==> src/rtl/core/cccd_write_table_assert.svh <==
// Assertion macros shared by the table blocks; clk and rst must be in scope.
`ifndef CCCD_WRITE_TABLE_ASSERT_SVH
`define CCCD_WRITE_TABLE_ASSERT_SVH

// Same-cycle implication.
`define CCCD_ASSERT_NOW(lbl, ante, cons) \
  lbl: assert property (@(posedge clk) disable iff (rst) (ante) |-> (cons)) \
    else $error("cccd assertion failed");

// Next-cycle implication.
`define CCCD_ASSERT_NEXT(lbl, ante, cons) \
  lbl: assert property (@(posedge clk) disable iff (rst) (ante) |=> (cons)) \
    else $error("cccd assertion failed");

`endif

==> src/rtl/core/cccd_pkg.sv <==
package cccd_pkg;

  localparam logic [2:0] ST_OK          = 3'd0;
  localparam logic [2:0] ST_BAD_OFFSET  = 3'd1;
  localparam logic [2:0] ST_BAD_LENGTH  = 3'd2;
  localparam logic [2:0] ST_UNSUPPORTED = 3'd3;
  localparam logic [2:0] ST_TABLE_FULL  = 3'd4;

  localparam logic [15:0] FREE_KEY     = 16'hFFFF;
  localparam logic [9:0]  REQ_LENGTH   = 10'd2;
  localparam int          CMD_Q_DEPTH  = 2;

  typedef struct packed {
    logic [15:0] conn_handle;
    logic [15:0] new_value;
    logic [9:0]  write_length;
    logic [9:0]  write_offset;
    logic [15:0] allowed_bits;
  } req_t;

  typedef struct packed {
    logic [2:0] status;
    logic       stored_changed;
  } rsp_t;

  // Classified request handed from the front to the back.
  typedef struct packed {
    logic [15:0] conn_handle;
    logic [15:0] new_value;
    logic [2:0]  status;
  } cmd_t;

  typedef struct packed {
    logic [15:0] key;
    logic [7:0]  value;
  } entry_t;

endpackage

==> src/rtl/core/cccd_front.sv <==
module cccd_front (
  input  logic           push,
  output logic           full,
  input  cccd_pkg::req_t req,
  input  logic           q_full,
  output logic           cmd_wr,
  output cccd_pkg::cmd_t cmd
);
  import cccd_pkg::*;

  assign full   = q_full;
  assign cmd_wr = push & ~q_full;

  // Checks run in priority order: offset, length, then mask.
  always_comb begin
    cmd.conn_handle = req.conn_handle;
    cmd.new_value   = req.new_value;
    if (req.write_offset != 10'd0) begin
      cmd.status = ST_BAD_OFFSET;
    end else if (req.write_length != REQ_LENGTH) begin
      cmd.status = ST_BAD_LENGTH;
    end else if ((req.new_value & ~req.allowed_bits) != 16'd0) begin
      cmd.status = ST_UNSUPPORTED;
    end else begin
      cmd.status = ST_OK;
    end
  end

endmodule

==> src/rtl/core/cccd_cmd_q.sv <==
`include "cccd_write_table_assert.svh"

module cccd_cmd_q (
  input  logic           clk,
  input  logic           rst,
  input  logic           wr,
  input  cccd_pkg::cmd_t wr_data,
  input  logic           rd,
  output cccd_pkg::cmd_t rd_data,
  output logic           q_full,
  output logic           q_empty
);
  import cccd_pkg::*;

  localparam int PTR_W = (CMD_Q_DEPTH > 1) ? $clog2(CMD_Q_DEPTH) : 1;
  localparam int CNT_W = $clog2(CMD_Q_DEPTH + 1);
  localparam logic [CNT_W-1:0] FULL_CNT = CNT_W'(CMD_Q_DEPTH);
  localparam logic [PTR_W-1:0] LAST_PTR = PTR_W'(CMD_Q_DEPTH - 1);

  cmd_t             slots [CMD_Q_DEPTH];
  logic [PTR_W-1:0] wr_ptr;
  logic [PTR_W-1:0] rd_ptr;
  logic [CNT_W-1:0] count;
  logic             do_wr;
  logic             do_rd;

  assign q_full  = (count == FULL_CNT);
  assign q_empty = (count == '0);
  assign do_wr   = wr & ~q_full;
  assign do_rd   = rd & ~q_empty;
  assign rd_data = slots[rd_ptr];

  always_ff @(posedge clk) begin
    if (do_wr) begin
      slots[wr_ptr] <= wr_data;
    end
  end

  always_ff @(posedge clk) begin
    if (rst) begin
      wr_ptr <= '0;
      rd_ptr <= '0;
      count  <= '0;
    end else begin
      if (do_wr) begin
        wr_ptr <= (wr_ptr == LAST_PTR) ? '0 : wr_ptr + 1'b1;
      end
      if (do_rd) begin
        rd_ptr <= (rd_ptr == LAST_PTR) ? '0 : rd_ptr + 1'b1;
      end
      if (do_wr && !do_rd) begin
        count <= count + 1'b1;
      end else if (do_rd && !do_wr) begin
        count <= count - 1'b1;
      end
    end
  end

  `CCCD_ASSERT_NOW(a_q_no_overflow, wr, !q_full)
  `CCCD_ASSERT_NEXT(a_q_fill, do_wr && !do_rd, count == $past(count) + 1'b1)
  `CCCD_ASSERT_NEXT(a_q_drain, do_rd && !do_wr, count == $past(count) - 1'b1)

endmodule

==> src/rtl/core/cccd_back.sv <==
`include "cccd_write_table_assert.svh"

module cccd_back #(
  parameter int TABLE_ENTRIES = 8
) (
  input  logic           clk,
  input  logic           rst,
  input  logic           q_empty,
  input  cccd_pkg::cmd_t q_data,
  output logic           q_rd,
  output logic           empty,
  input  logic           pop,
  output cccd_pkg::rsp_t rsp
);
  import cccd_pkg::*;

  localparam int IDX_W = (TABLE_ENTRIES > 1) ? $clog2(TABLE_ENTRIES) : 1;
  localparam int CNT_W = $clog2(TABLE_ENTRIES + 1);
  localparam logic [CNT_W-1:0] END_CNT  = CNT_W'(TABLE_ENTRIES);
  localparam logic [IDX_W-1:0] LAST_IDX = IDX_W'(TABLE_ENTRIES - 1);

  typedef enum logic [3:0] {
    S_IDLE   = 4'b0001,
    S_SCAN   = 4'b0010,
    S_DECIDE = 4'b0100,
    S_RESULT = 4'b1000
  } state_t;

  state_t           state;
  cmd_t             cur;
  logic [CNT_W-1:0] issue_cnt;
  logic             rd_pend;
  logic [IDX_W-1:0] rd_idx;
  entry_t           rd_ent;
  logic             rd_vld;
  logic             hit_found;
  logic [IDX_W-1:0] hit_idx;
  logic [7:0]       hit_val;
  logic             free_found;
  logic [IDX_W-1:0] free_idx;
  rsp_t             res;
  logic             out_valid;
  rsp_t             out_data;

  entry_t           mem [TABLE_ENTRIES];
  logic             ent_valid [TABLE_ENTRIES];

  logic             issue;
  logic             pop_ok;
  logic             out_load;
  logic [15:0]      key_eff;
  logic [7:0]       val_eff;
  logic [15:0]      stored;
  logic             differs;
  logic             mem_we;
  logic [IDX_W-1:0] widx;

  assign q_rd     = (state == S_IDLE) & ~q_empty;
  assign issue    = (state == S_SCAN) & (issue_cnt != END_CNT);
  assign pop_ok   = pop & out_valid;
  assign out_load = (state == S_RESULT) & (~out_valid | pop);
  assign empty    = ~out_valid;
  assign rsp      = out_data;

  // A slot never written reads as free with a zero byte.
  assign key_eff = rd_vld ? rd_ent.key : FREE_KEY;
  assign val_eff = rd_vld ? rd_ent.value : 8'h00;

  assign stored  = hit_found ? {8'h00, hit_val} : 16'h0000;
  assign differs = (cur.new_value != stored);
  assign mem_we  = (state == S_DECIDE) & differs & (hit_found | free_found);
  assign widx    = hit_found ? hit_idx : free_idx;

  always_ff @(posedge clk) begin
    if (issue) begin
      rd_ent <= mem[issue_cnt[IDX_W-1:0]];
      rd_vld <= ent_valid[issue_cnt[IDX_W-1:0]];
    end
    if (mem_we) begin
      mem[widx] <= '{key: cur.conn_handle, value: cur.new_value[7:0]};
    end
  end

  always_ff @(posedge clk) begin
    if (rst) begin
      for (int i = 0; i < TABLE_ENTRIES; i++) begin
        ent_valid[i] <= 1'b0;
      end
    end else if (mem_we) begin
      ent_valid[widx] <= 1'b1;
    end
  end

  always_ff @(posedge clk) begin
    if (rst) begin
      state      <= S_IDLE;
      rd_pend    <= 1'b0;
      issue_cnt  <= '0;
      hit_found  <= 1'b0;
      free_found <= 1'b0;
      out_valid  <= 1'b0;
    end else begin
      if (out_load) begin
        out_valid <= 1'b1;
        out_data  <= res;
      end else if (pop_ok) begin
        out_valid <= 1'b0;
      end

      unique case (state)
        S_IDLE: begin
          if (!q_empty) begin
            cur        <= q_data;
            issue_cnt  <= '0;
            rd_pend    <= 1'b0;
            hit_found  <= 1'b0;
            free_found <= 1'b0;
            if (q_data.status != ST_OK) begin
              res   <= '{status: q_data.status, stored_changed: 1'b0};
              state <= S_RESULT;
            end else begin
              state <= S_SCAN;
            end
          end
        end
        S_SCAN: begin
          rd_pend <= issue;
          if (issue) begin
            rd_idx    <= issue_cnt[IDX_W-1:0];
            issue_cnt <= issue_cnt + 1'b1;
          end
          // Keep the lowest matching and lowest free slot.
          if (rd_pend) begin
            if (!hit_found && key_eff == cur.conn_handle) begin
              hit_found <= 1'b1;
              hit_idx   <= rd_idx;
              hit_val   <= val_eff;
            end
            if (!free_found && key_eff == FREE_KEY) begin
              free_found <= 1'b1;
              free_idx   <= rd_idx;
            end
            if (rd_idx == LAST_IDX) begin
              state <= S_DECIDE;
            end
          end
        end
        S_DECIDE: begin
          res.stored_changed <= mem_we;
          res.status <= (differs && !hit_found && !free_found) ? ST_TABLE_FULL : ST_OK;
          state <= S_RESULT;
        end
        S_RESULT: begin
          if (out_load) begin
            state <= S_IDLE;
          end
        end
        default: begin
          state <= S_IDLE;
        end
      endcase
    end
  end

  `CCCD_ASSERT_NOW(a_changed_is_ok, out_valid && out_data.stored_changed,
    out_data.status == ST_OK)
  `CCCD_ASSERT_NEXT(a_write_marks_valid, mem_we, ent_valid[$past(widx)])
  `CCCD_ASSERT_NOW(a_full_means_no_free, state == S_DECIDE && differs && !hit_found,
    free_found || !mem_we)

endmodule

==> src/rtl/core/cccd_write_table.sv <==
// Descriptor write handler: each accepted request yields exactly one result,
// in order. Requests with a nonzero offset, a length other than two or value
// bits outside the supported mask are refused at once, without a table scan.
// A request that passes is looked up in a table of TABLE_ENTRIES connection
// slots, read one slot a cycle from a single-port array. The table is free
// after reset, with no clearing pass: a per-slot valid bit marks written
// slots. A two-entry command queue sits between the input checks and the
// table engine, and a result register holds the answer while the next
// request is taken in.
module cccd_write_table #(
  parameter int TABLE_ENTRIES = 8
) (
  input  logic           clk,
  input  logic           rst,
  input  logic           push,
  output logic           full,
  input  cccd_pkg::req_t req,
  output logic           empty,
  input  logic           pop,
  output cccd_pkg::rsp_t rsp
);
  import cccd_pkg::*;

  logic cmd_wr;
  cmd_t cmd;
  logic q_full;
  logic q_empty;
  logic q_rd;
  cmd_t q_data;

  cccd_front u_front (
    .push   (push),
    .full   (full),
    .req    (req),
    .q_full (q_full),
    .cmd_wr (cmd_wr),
    .cmd    (cmd)
  );

  cccd_cmd_q u_cmd_q (
    .clk     (clk),
    .rst     (rst),
    .wr      (cmd_wr),
    .wr_data (cmd),
    .rd      (q_rd),
    .rd_data (q_data),
    .q_full  (q_full),
    .q_empty (q_empty)
  );

  cccd_back #(
    .TABLE_ENTRIES (TABLE_ENTRIES)
  ) u_back (
    .clk     (clk),
    .rst     (rst),
    .q_empty (q_empty),
    .q_data  (q_data),
    .q_rd    (q_rd),
    .empty   (empty),
    .pop     (pop),
    .rsp     (rsp)
  );

endmodule
==> config.mk <==
export PLATFORM = sky130hd
export DESIGN_NAME = cccd_write_table
export DESIGN_NICKNAME = d
export VERILOG_FILES = /design/src/rtl/core/cccd_pkg.sv /design/src/rtl/core/cccd_front.sv /design/src/rtl/core/cccd_cmd_q.sv /design/src/rtl/core/cccd_back.sv /design/src/rtl/core/cccd_write_table.sv
export VERILOG_INCLUDE_DIRS = /design/src /design/src/rtl/core
export SDC_FILE = /design/constraint.sdc
export NUM_CORES = 1
export LEC_CHECK = 0
export BUFFER_PORTS_ARGS = -buffer_cell sky130_fd_sc_hd__buf_2
export CORE_AREA = 2 2 173 175
export DETAILED_ROUTE_END_ITERATION = 7
export DIE_AREA = 0 0 175 177
export PLACE_DENSITY = 0.69
export SLEW_MARGIN = 20
export SYNTH_ARGS = -nofsm -noshare
export SYNTH_HDL_FRONTEND = slang
export SYNTH_SLANG_ARGS = --single-unit
==> constraint.sdc <==
create_clock -name clk -period 3.93 [get_ports clk]
set_input_delay 0.1965 -clock clk [delete_from_list [all_inputs] [get_ports clk]]
set_output_delay 0.1965 -clock clk [all_outputs]
set_load 0.01 [all_outputs]
* After elaboration in Yosys (flattened, before gate mapping) *
Memory sizes are Yosys's and may differ from the RTL's. A register that Yosys moved wholly into a read port is not among the register bits.
Cells that the tools add are included.

cells by class
  add/sub/neg operators = 5
  equal/unequal tests = 19
  mux-type cells = 46
  bitwise logic cells = 17
  reductions and logical operators = 30

operator list
  operator              count
  $mux 4                9
  $reduce_and 4->1      6
  $mux 1                21
  $and 16x16->16        1
  $eq 16x16->1          1
  $eq 16x16->1 const B  1
  $mux 16               1
  $ne 16x16->1          1
  $not 16->16           1
  $pmux 4 s2            2
  $pmux 4 s4            1
  $reduce_bool 16->1    1
  $mux 3                5
  $ne 10x2->1 const B   1
  $ne 2x2->1 const B    5
  $reduce_bool 10->1    1
  $and 1x1->1           9
  $reduce_and 3->1      3
  $mux 8                1
  $reduce_bool 2->1     4
  $logic_and 1x1->1     6
  $mux 2                3
  $ne 2x1->1 const B    3
  $pmux 1 s2            3
  18 further kinds      27

storage, ports and cells
  flip-flop bits (word level) = 73
  bits in writable memories = 270
  bits of input ports = 72
  output and inout bits = 6
  logic and storage cells = 139
  memories kept = 3

memories
  name              depth  bits a word  rd ports  clocked after memory_dff  wr ports  RTL line          source
  u_back.mem        8      24           1         1                         1         cccd_back.sv:45   entry_t mem [TABLE_ENTRIES];
  u_cmd_q.slots     2      35           1         1                         1         cccd_cmd_q.sv:20  cmd_t slots [CMD_Q_DEPTH];
  u_back.ent_valid  8      1            1         1                         8         cccd_back.sv:46   logic ent_valid [TABLE_ENTRIES];

* Longest topological paths before layout *
Gate-level depths: netlist of the first run.

  depth in word-level cells = 9
  mapped depth = 8

* Modules after synthesis *
From an unflattened synthesis of the first run, not the netlist that was laid out.

unflattened totals
  cells, all modules = 803
  area, all modules = 14665.3 um^2

modules (own cells, without submodules)
  module      instances  cells each  area each (um^2)  sequential area each (um^2)
  cccd_back   1          602         11456.0           8628.3
  cccd_cmd_q  1          134         2738.9            2202.1
  cccd_front  1          67          470.5             0.0

* Least setup slack after synthesis of the first run *
Ideal clock, no wire load.

  path type = reg2reg
  from = register u_back.hit_found
  to = memory u_back.mem[3][0] (netlist name) (enable)
  data arrival time = 3.875 ns
  required time = 3.455 ns
  slack = -0.420 ns
  stages on the path, launching flop included = 8
  buffers on the path = 3
  cells stage by stage = dfxtp_1 > buf_2 > buf_2 > o21ai_0 > a21oi_1 > nor4_4 > buf_2 > nor4b_1

on the way
  word-level cells in the longest chain between the ends = 6
  elaborated cells between the ends (all ways) = 8
  classes of those cells = eq/ne: 1; mux: 4; bitwise: 3

ends and longest elaborated chain
  item                          RTL line          source
  start: declaration            cccd_back.sv:36   logic hit_found;
  start signal: assignment      cccd_back.sv:99   hit_found <= 1'b0;
  start signal: assignment      cccd_back.sv:116  hit_found <= 1'b0;
  start signal: assignment      cccd_back.sv:135  hit_found <= 1'b1;
  $mux 8                        cccd_back.sv:69   assign stored = hit_found ? {8'h00, hit_val} : 16'h0000;
  $ne 16x16->1                  cccd_back.sv:70   assign differs = (cur.new_value != stored);
  $and 1x1->1 (2 in a row)      cccd_back.sv:71   assign mem_we = (state == S_DECIDE) & differs & (hit_found | free_found);
  $mux 1                        cccd_back.sv:79   if (mem_we) begin
  $mux 1 (not written as such)  cccd_back.sv:80   mem[widx] <= '{key: cur.conn_handle, value: cur.new_value[7:0]};
  end: declaration              cccd_back.sv:45

Parallel ways exist; a longest one is shown, timed or not.

* Final worst setup path of the first run *
  from = register u_back.state[2]
  to = memory u_back.mem[4][2] (netlist name) (enable)

on the way
  word-level cells in the longest chain between the ends = 5

ends and longest elaborated chain
  item                          RTL line          source
  start: declaration            cccd_back.sv:29   state_t state;
  start signal: assignment      cccd_back.sv:96   state <= S_IDLE;
  start signal: assignment      cccd_back.sv:120  state <= S_RESULT;
  start signal: assignment      cccd_back.sv:122  state <= S_SCAN;
  $eq 4x3->1                    cccd_back.sv:71
  $and 1x1->1 (2 in a row)      cccd_back.sv:71
  $mux 1                        cccd_back.sv:79
  $mux 1 (not written as such)  cccd_back.sv:80

Every way passes these cells.

==> impl_metrics.yaml, run 1 <==
critical_path:
  rrSetupSlack_ns: 0.77
  path_max_fanout: 14
  crit_chain: "or4b_4 -> or3_1 -> nor3_2 -> buf_4"
  r2r-start: "u_back.state[2]"
  critPathSlowestCell: "nor3_2"
  path_class: "reg2reg"
  regToRegEndpoint: "u_back.mem[4][2]"
  cp.arrival_ns: 3.35
  crit_path_start: "u_back.state[2]"
  critPathLaunchType: "flip-flop"
  crit_required_ns: 4.13
  crit_path_max_incr_delay_ns: 0.91
  end_kind: "flip-flop"
  r2r_cells: 4
route:
  drc: 0
  vias: 7537
  firstDrtPassIters: 5
  drt_iter0_markers: 556
  wl_per_cell_um: 20.3
  vias_per_cell: 5.50
  antenna_left: 0
  routed_wirelength_um: 27900
layout:
  diodes: 0
  multi_input_area_um2: 3400
  layout.nets: 1029
  area.sequential_um2: 10800
  fill_cells: 2138
  final_util: 0.580
  layout-drive-gt1-share: 0.269
  syn2layout_area_growth_pct: 18.1
floorplanning:
  fp-row-count: 63
  start_util: 0.491
  die_y_um: 177
  die_x_um: 175
  core-area_um2: 29200
  ioPinCount: 78
  dieArea_um2: 31000
sta:
  rsz0062_at_grt: "false"
  period_needed_ns: 3.16
  drv_slew: 0
  hold_violations: 0
  finalCritPeriodShare: 0.803
  holdWs_ns: 0.105
  finClkSkew_ns: 0.0194
  fin_ws_ns: 0.775
  max_freq_mhz: 317
  setup_viol: 0
  worst_pin_slew_ns: 1.07
  maxSlewHeadroom: 0.282
power_and_ir_drop:
  leakage_nw: 5.58
  ir_worst_vdd_mv: 0.406
  pwr_density_cell_nw_per_um2: 543
  total_power_mw: 9.21
clock_tree:
  htreeDepth: 2
  cts_tree: "yes"
  clk_latency_ns: 0.53
  clk_pin_slew_worst_paths_ns: 0.06
  cts-root-buf: "clkbuf_16"
  cts_buffer_depth: 3
  numCtsBuffers: 38
  cts.sinks: 367
  cts_setup_buffers: 0
synthesis:
  synth_edf_count: 342
  synth_top_area_frac: 0.716
  synth_area_um2: 14400
  ys_seq_elements: 367
  synthDistinctLibCells: 64
  synth_cells: 813
  synth_seq_area_share: 0.751
  synthesis.nets: 888
  synth_area_leaders: "edfxtp_1 (72%), mux4_2 (7.8%), dfxtp_1 (3.5%)"
  ys_warn_count: 0
  syn_area_per_cell_um2: 17.7
  synth_top_area_cell: "edfxtp_1"
  ys_dominant_reg_cell: "edfxtp_1"
  yosysMostFrequentCell: "edfxtp_1"
  async_flop_share: 0
  synth_common_cells: "edfxtp_1 (342), nand2_1 (86), mux4_2 (50), mux2_2 (33), inv_1 (31)"
global_routing:
  grt_pass1_wl_um: 43800
  antenna_found_initial: 0
  use_met1: 0.250
  grt_pass1_vias: 7790
  grt.busiest_layer: "met2"
  grtUsageMet2: 0.312
  grt_util_met3: 0.0307
  overflow: 0
  track_usage: 0.184
  grt_max_degree: 37
min_path:
  hp-class: "in2reg"
  holdCritStartpoint: "req[24]"
  hold-path-endpoint: "u_cmd_q.slots[1][1]"
  min_path_cells: 4
status:
  outcome: "completed"
place:
  numPortBuffers: 77
  dpl.hpwl_um: 16400
  gp_congestion: 0.819
  dp_slack_ns: 0.698
flow_run:
  drv_cap: 0
flip-flops by register name (all words and copies together), names as in the netlist, 4 cells and up, named ones only:
name              cells
u_cmd_q.slots        68
u_back.issue_cnt      4
u_back.hit_val        8
u_back.mem          192
u_back.rd_ent        24
u_back.res            4
u_back.cur           32
u_back.state          4
u_back.rsp            4
u_back.ent_valid      8
layout make-up:
type / count / area share
multi-input cells: 382 / 0.201
flip-flops and latches: 367 / 0.636
inverters: 34 / 0.00753
well taps: 390 / 0.0288
clock buffers: 46 / 0.0597
clock inverters: 21 / 0.0153
repair buffers: 131 / 0.0523
power by group:
part | switching, mW | leakage, nW | internal, mW
registers | 0.272 | 3.30 | 4.67
logic | 0.333 | 1.67 | 0.280
clock network | 1.43 | 0.605 | 2.23
worst max-delay path: cells and delay by family, from the launching register on:
family / cells / cell delay, ns
flip-flops: 1 / 0.45
AND/OR/NAND/NOR: 3 / 1.98
buffers and inverters: 1 / 0.40
placed cells by master (no fill, tap or decap), drive strengths merged, types with 12 or more instances in the layout:
cell type	n
nor2	28
nor4	12
clkbuf	46
dlygate4sd3	33
dfxtp	25
mux2	34
mux4	50
inv	34
edfxtp	342
nand2	86
buf	98
cells by family (layout without fill, tap and decap cells):
kind of cell / Yosys count / after routing / share of synthesized area
buffers and inverters: 64 / 232 / 0.0176
AND/OR/NAND/NOR: 212 / 212 / 0.0791
adder cells (fa/ha/maj): 3 / 3 / 0.00262
multiplexers: 87 / 87 / 0.107
XOR/XNOR: 14 / 14 / 0.00854
AO/OA/AOI/OAI: 66 / 66 / 0.0344
flip-flops: 367 / 367 / 0.751
metal layers:
| metal | routed length (µm) | vias to the layer above | share of wire |
|---|---|---|---|
| met1 | 12300 | 3805 | 0.44 |
| met3 | 1310 | 53 | 0.047 |
| met2 | 13700 | 203 | 0.49 |
| met5 | 0 | - | 0 |
| li1 | - | 3476 | - |
| met4 | 618 | 0 | 0.022 |
how the worst max path moves through the flow:
stage | cells past startpoint | to | slack (ns)
6_report | 4 | u_back.mem[4][2] | 0.77
5_1_grt | 7 | u_back.mem[4][2] | 0.60
2_1_floorplan | 7 | u_back.mem[3][0] | -0.42
4_1_cts | 4 | u_back.mem[5][19] | 0.70
3_3_place_gp | 4 | u_back.mem[4][6] | 0.87
3_5_place_dp | 4 | u_back.mem[6][6] | 0.70
metrics by stage:
| step | setup TNS (ns) | instances | cell area [µm²] |
|---|---|---|---|
| 2_1_floorplan | -31.44 | 813 | 14400 |
| 3_3_place_gp | 0 | 1270 | 15300 |
| 3_5_place_dp | 0 | 1270 | 15300 |
| 4_1_cts | 0 | 1370 | 16900 |
| 5_1_grt | 0 | 1371 | 17000 |
| 6_report | 0 | 1371 | 17000 |
what timing repair did:
| action | CTS | global route |
|---|---|---|
| hold endpoints to repair | 65 | 0 |
| hold buffers | 33 | 0 |
| resized for setup | 0 | 0 |
(Power assumes the default switching activity.)
==> run 2, diff against run 1 <==
- ABC_AREA: default -> 1
- CORE_AREA: 2 2 173 175 -> 2 2 174 176
- DIE_AREA: 0 0 175 177 -> 0 0 176 178
- PLACE_DENSITY: 0.69 -> 0.67
- clock period: 3.93 -> 3.05 ns (I/O delays scaled with it)
==> impl_metrics.yaml, run 2 <==
global_routing:
  grt_pass1_wl_um: 45200
  track_usage: 0.186
  grt_max_degree: 105
  antenna_found_initial: 1
  grt_pass1_vias: 8641
  overflow: 0
route:
  antenna_left: 0
  vias_per_cell: 5.21
  routed_wirelength_um: 28700
  drt_iter0_markers: 626
  vias: 8768
  wl_per_cell_um: 17.1
  drc: 0
  firstDrtPassIters: 5
floorplanning:
  dieArea_um2: 31300
  core-area_um2: 29400
  die_y_um: 178
  start_util: 0.495
  fp-row-count: 63
  die_x_um: 176
  ioPinCount: 78
place:
  dpl.hpwl_um: 16800
  numPortBuffers: 77
  gp_congestion: 0.823
  dp_slack_ns: 0.571
layout:
  layout_common_cells: "edfxtp_1 (342), nor2_1 (228), o21ai_0 (112)"
  diodes: 0
  top_regs: "u_back.mem (192), u_cmd_q.slots (68), u_back.cur (32)"
  largest-register: "u_back.mem"
  syn2layout_area_growth_pct: 16.5
  largest_reg_flops: 192
  final_common_cell: "edfxtp_1"
  layout-drive-gt1-share: 0.171
  layout.nets: 1340
sta:
  rsz0062_at_grt: "false"
  finalCritPeriodShare: 0.805
  finClkSkew_ns: 0.0245
  max_freq_mhz: 407
  hold_violations: 0
  maxSlewHeadroom: 0.464
  worst_pin_slew_ns: 0.804
  setup_viol: 0
  period_needed_ns: 2.45
  fin_ws_ns: 0.595
  finalSetupTns_ns: 0
  drv_slew: 0
synthesis:
  synth_area_leaders: "edfxtp_1 (71%), nor2_1 (6.2%), o21ai_0 (3.9%)"
  synth_area_um2: 14500
  synth_edf_count: 342
  ys_warn_count: 0
  synth_seq_area_share: 0.740
  synth_top_area_frac: 0.706
  synth_common_cells: "edfxtp_1 (342), nor2_1 (239), o21ai_0 (112), nand2_1 (93), inv_1 (84)"
  syn_area_per_cell_um2: 12.8
  synthDistinctLibCells: 42
  synthesis.nets: 1215
  yosysMostFrequentCell: "edfxtp_1"
  synth_cells: 1140
  synth_top_area_cell: "edfxtp_1"
  ys_seq_elements: 367
  async_flop_share: 0
  ys_dominant_reg_cell: "edfxtp_1"
critical_path:
  end_kind: "flip-flop"
  crit_required_ns: 3.20
  path_max_fanout: 24
  critPathLaunchType: "flip-flop"
  r2r-start: "u_back.hit_found"
  crit_path_start: "u_back.hit_found"
  path_class: "reg2reg"
  cp.arrival_ns: 2.61
clock_tree:
  cts.sinks: 367
  cts_setup_buffers: 0
  cts_tree: "yes"
  htreeDepth: 2
  numCtsBuffers: 37
  cts_buffer_depth: 3
  cts-root-buf: "clkbuf_16"
  clk_latency_ns: 0.52
  clk_pin_slew_worst_paths_ns: 0.06
power_and_ir_drop:
  pwr_density_cell_nw_per_um2: 785
  leakage_nw: 6.09
  switchingPower_mw: 3.74
  ir_worst_vdd_mv: 0.509
  seqPwrFrac: 0.481
  pwr-share-comb: 0.192
  p_clk_frac: 0.327
  switching_share: 0.281
  p_int_mw: 9.56
min_path:
  holdCritStartpoint: "rst"
  hp-class: "in2reg"
flow_run:
  drv_cap: 0
status:
  outcome: "completed"
[run 2: changes by cell type in the layout (fill, tap and decap cells not counted), sizes merged, moves of 9 or more]
cell    delta
nor2     +214
mux4      -50
a31oi     +21
inv       +55
nor4      -12
o22ai     +24
o21ai    +110
nor3b     -10
nand2b    -11
nand3     +15
and2      -10
nand2      +9
[run 2: power groups by stage]
stage | Clock, mW | Sequential [mW] | Combinational (mW)
floorplan | 0 | 6.36 | 1.89
global placement | 0 | 6.48 | 2.48
detailed placement | 0 | 6.50 | 2.53
CTS | 4.44 | 6.39 | 2.58
global route | 4.61 | 6.43 | 2.90
finish | 4.35 | 6.39 | 2.55
[run 2: worst paths after layout]
path	endpoint	slack (ns)	cells past startpoint
min	u_back.issue_cnt[3]	0.04	2
min reg2reg	u_back.rsp[3]	0.42	0
max	u_back.mem[3][4]	0.60	11
max reg2reg	u_back.mem[3][4]	0.60	11
[run 2: per-layer routing]
metal	routed length (µm)	global-route usage
met1	12600	0.243
met2	14000	0.316
met3	1360	0.0315
met4	778	0.0696
met5	8	0
[run 2: critical path: stages (launching register included)]
cell and delay [ns]:
dfxtp_1 0.83, nand2_1 0.13, nand2_1 0.10, nand2_1 0.06, nand2_1 0.06, nor2_1 0.04
nand3_1 0.09, nand2_1 0.08, inv_1 0.09, nand2_2 0.15, nor2_2 0.11, buf_4 0.38
[run 2: stage by stage]
stage	instances	util	hold slack (ns)	instance area [µm²]	power (mW)
6_report	1682	0.576	0.0410	16900	13.3
5_1_grt	1682	0.576	0.0611	16900	13.9
2_1_floorplan	1140	-	0.251	14500	8.25
3_5_place_dp	1581	0.525	0.343	15400	9.02
3_3_place_gp	1581	0.525	0.341	15400	8.95
4_1_cts	1682	0.576	0.0245	16900	13.4
[run 2: cells by family (layout without fill, tap and decap cells)]
family,Yosys count,count (layout),share of synthesized area
and+or+nand+nor,383,383,0.107
xor gates and xnor gates,10,10,0.00602
buffers and inverters,139,291,0.0386
adders and majority gates,3,3,0.00258
DFF,367,367,0.740
AOI/OAI and AO/OA,202,202,0.0779
muxes,36,36,0.0277
[run 2: repair_timing]
action / in CTS / in global routing
hold endpoints to repair: 68 / 0
resized for setup: 0 / 0
hold buffers: 35 / 0
[run 2: final cells by class]
| type | instances | area [µm²] |
|---|---|---|
| clock inverter | 19 | 183 |
| sequential | 367 | 10800 |
| multi-input combinational | 634 | 3260 |
| tap | 390 | 488 |
| clock buffer | 47 | 985 |
| fill | 2300 | 12500 |
| inverter | 90 | 338 |
| timing repair buffer | 135 | 921 |
==> run 3, diff against run 2 <==
- ABC_AREA: 1 -> 0
- CORE_AREA: 2 2 174 176 -> 2 2 173 175
- DIE_AREA: 0 0 176 178 -> 0 0 175 177
- clock period: 3.05 -> 2.5 ns (I/O delays scaled with it)
==> impl_metrics.yaml, run 3 (same netlist as run 1, synthesis figures left out) <==
status:
  outcome: "completed"
clock_tree:
  clk_latency_ns: 0.52
  cts_buffer_depth: 3
  numCtsBuffers: 37
  cts_tree: "yes"
  clk_pin_slew_worst_paths_ns: 0.06
  cts-root-buf: "clkbuf_16"
  htreeDepth: 2
  cts.sinks: 367
sta:
  finalSetupTns_ns: 0
  period_needed_ns: 2.42
  holdWs_ns: 0.0408
  finalCritPeriodShare: 0.969
  drv_slew: 0
  max_freq_mhz: 413
  setup_viol: 0
  worst_pin_slew_ns: 0.903
  finClkSkew_ns: 0.0153
  rsz0062_at_grt: "false"
  hold_violations: 0
  maxSlewHeadroom: 0.396
critical_path:
  worst-path-stages: 6
  critPathSlowestCell: "or4_4"
  crit_chain: "buf_4 -> nor4b_4 -> nand3b_1 -> or4_4 -> nor4_4 -> buf_6"
  cp.buffers_inverters: 2
  cp.arrival_ns: 2.64
  crit_required_ns: 2.72
  r2r-start: "u_back.state[3]"
  r2r_cells: 6
  end_kind: "flip-flop"
  path_max_fanout: 11
  crit_path_max_incr_delay_ns: 0.63
  worst_path_dominant_cell_family: "simple AND/OR/NAND/NOR gates"
  critPathLaunchType: "flip-flop"
  rrSetupSlack_ns: 0.08
  path_class: "reg2reg"
  regToRegEndpoint: "u_back.hit_idx[0]"
min_path:
  hold-path-endpoint: "u_cmd_q.slots[1][1]"
  min_path_cells: 4
  hp-class: "in2reg"
  holdCritStartpoint: "req[25]"
global_routing:
  track_usage: 0.196
  overflow: 0
  antenna_found_initial: 0
  grt_pass1_vias: 8011
  grt_pass1_wl_um: 45600
  grt_max_degree: 54
place:
  post-place-cells: 1317
  numPortBuffers: 77
  dpl.hpwl_um: 18200
  gp_congestion: 0.779
route:
  drc: 0
  vias: 7844
  firstDrtPassIters: 5
  vias_per_cell: 5.53
  routed_wirelength_um: 29800
  antenna_left: 0
  drt_iter0_markers: 565
  wl_per_cell_um: 21.0
layout:
  final_common_cell: "edfxtp_1"
  area.sequential_um2: 10800
  top_regs: "u_back.mem (192), u_cmd_q.slots (68), u_back.cur (32)"
  final_util: 0.595
  multi_input_area_um2: 3470
  syn2layout_area_growth_pct: 21.3
  finalNonFillerCells: 1418
  layout_common_cells: "edfxtp_1 (342), nand2_1 (85), buf_2 (77)"
  layout-drive-gt1-share: 0.304
  largest_reg_flops: 192
  largest-register: "u_back.mem"
  diodes: 0
  fill_cells: 2126
  layout.nets: 1079
power_and_ir_drop:
  pwr_density_cell_nw_per_um2: 802
  leakage_nw: 5.82
  ir_worst_vdd_mv: 0.671
  total_power_mw: 14.0
floorplanning:
  die_y_um: 177
  die_x_um: 175
  ioPinCount: 78
  start_util: 0.491
  dieArea_um2: 31000
  core-area_um2: 29200
  fp-row-count: 63
flow_run:
  drv_cap: 0
-- run 3: cell types whose count changed in the layout (fill, tap and decap cells not counted), sizes merged, moves of 9 or more --
cell,delta
a31oi,-21
and2,+10
buf,+49
inv,-55
mux4,+50
nand2,-9
nand2b,+11
nand3,-15
nor2,-214
nor3b,+10
nor4,+12
o21ai,-110
o22ai,-24
-- run 3: metal layers --
| layer | share of wire | global-route usage | vias up |
|---|---|---|---|
| li1 | - | - | 3574 |
| met1 | 0.43 | 0.263 | 3981 |
| met2 | 0.49 | 0.328 | 231 |
| met3 | 0.053 | 0.0346 | 58 |
| met4 | 0.025 | 0.0649 | 0 |
| met5 | 0 | 0 | - |
-- run 3: through the flow --
stage	area, µm²	setup slack [ns]
after floorplan	14400	-0.280
after global placement	15900	-0.209
after detailed placement	15900	-0.239
after CTS	17400	0.0312
after global routing	17400	0.0130
final	17400	0.0775
-- run 3: final cells by class --
class                   instances  area share
flip-flops and latches        367       0.619
clock buffers                  49      0.0588
repair buffers                182      0.0827
well taps                     390      0.0280
clock inverters                14     0.00417
multi-input cells             382       0.200
inverters                      34     0.00733
-- run 3: how the worst max path moves through the flow --
| stage | start | slack, ns | to |
|---|---|---|---|
| final | u_back.state[3] | 0.08 | u_back.hit_idx[0] |
| after global routing | u_back.cur[7] | 0.01 | u_back.mem[5][19] |
| after CTS | u_back.state[3] | 0.03 | u_back.hit_idx[0] |
| after detailed placement | u_back.cur[7] | -0.24 | u_back.mem[3][22] |
| after global placement | u_back.cur[7] | -0.21 | u_back.mem[3][22] |
| after floorplan | u_back.state[2] | -0.28 | u_back.mem[2][0] |
-- run 3: where the power goes --
part / leakage [nW] / switching, mW / internal [mW]
registers: 3.30 / 0.249 / 7.34
logic: 1.99 / 0.765 / 0.554
clock network: 0.536 / 2.18 / 2.87
total: 5.82 / 3.20 / 10.8
-- run 3: worst register-to-register path, cell delays in order, from the launching register on --
cell,delay (ns)
dfxtp_1,0.31
buf_4,0.15
nor4b_4,0.32
nand3b_1,0.24
or4_4,0.63
nor4_4,0.27
buf_6,0.21
-- run 3: repair_timing --
item | in CTS | in global routing
hold buffers | 33 | 0
buffers inserted | 5 | 0
endpoints found under the setup margin | 69 | 88
endpoints found under the hold margin | 65 | 0
gates resized for setup | 1 | 2
pin swaps | 4 | 1
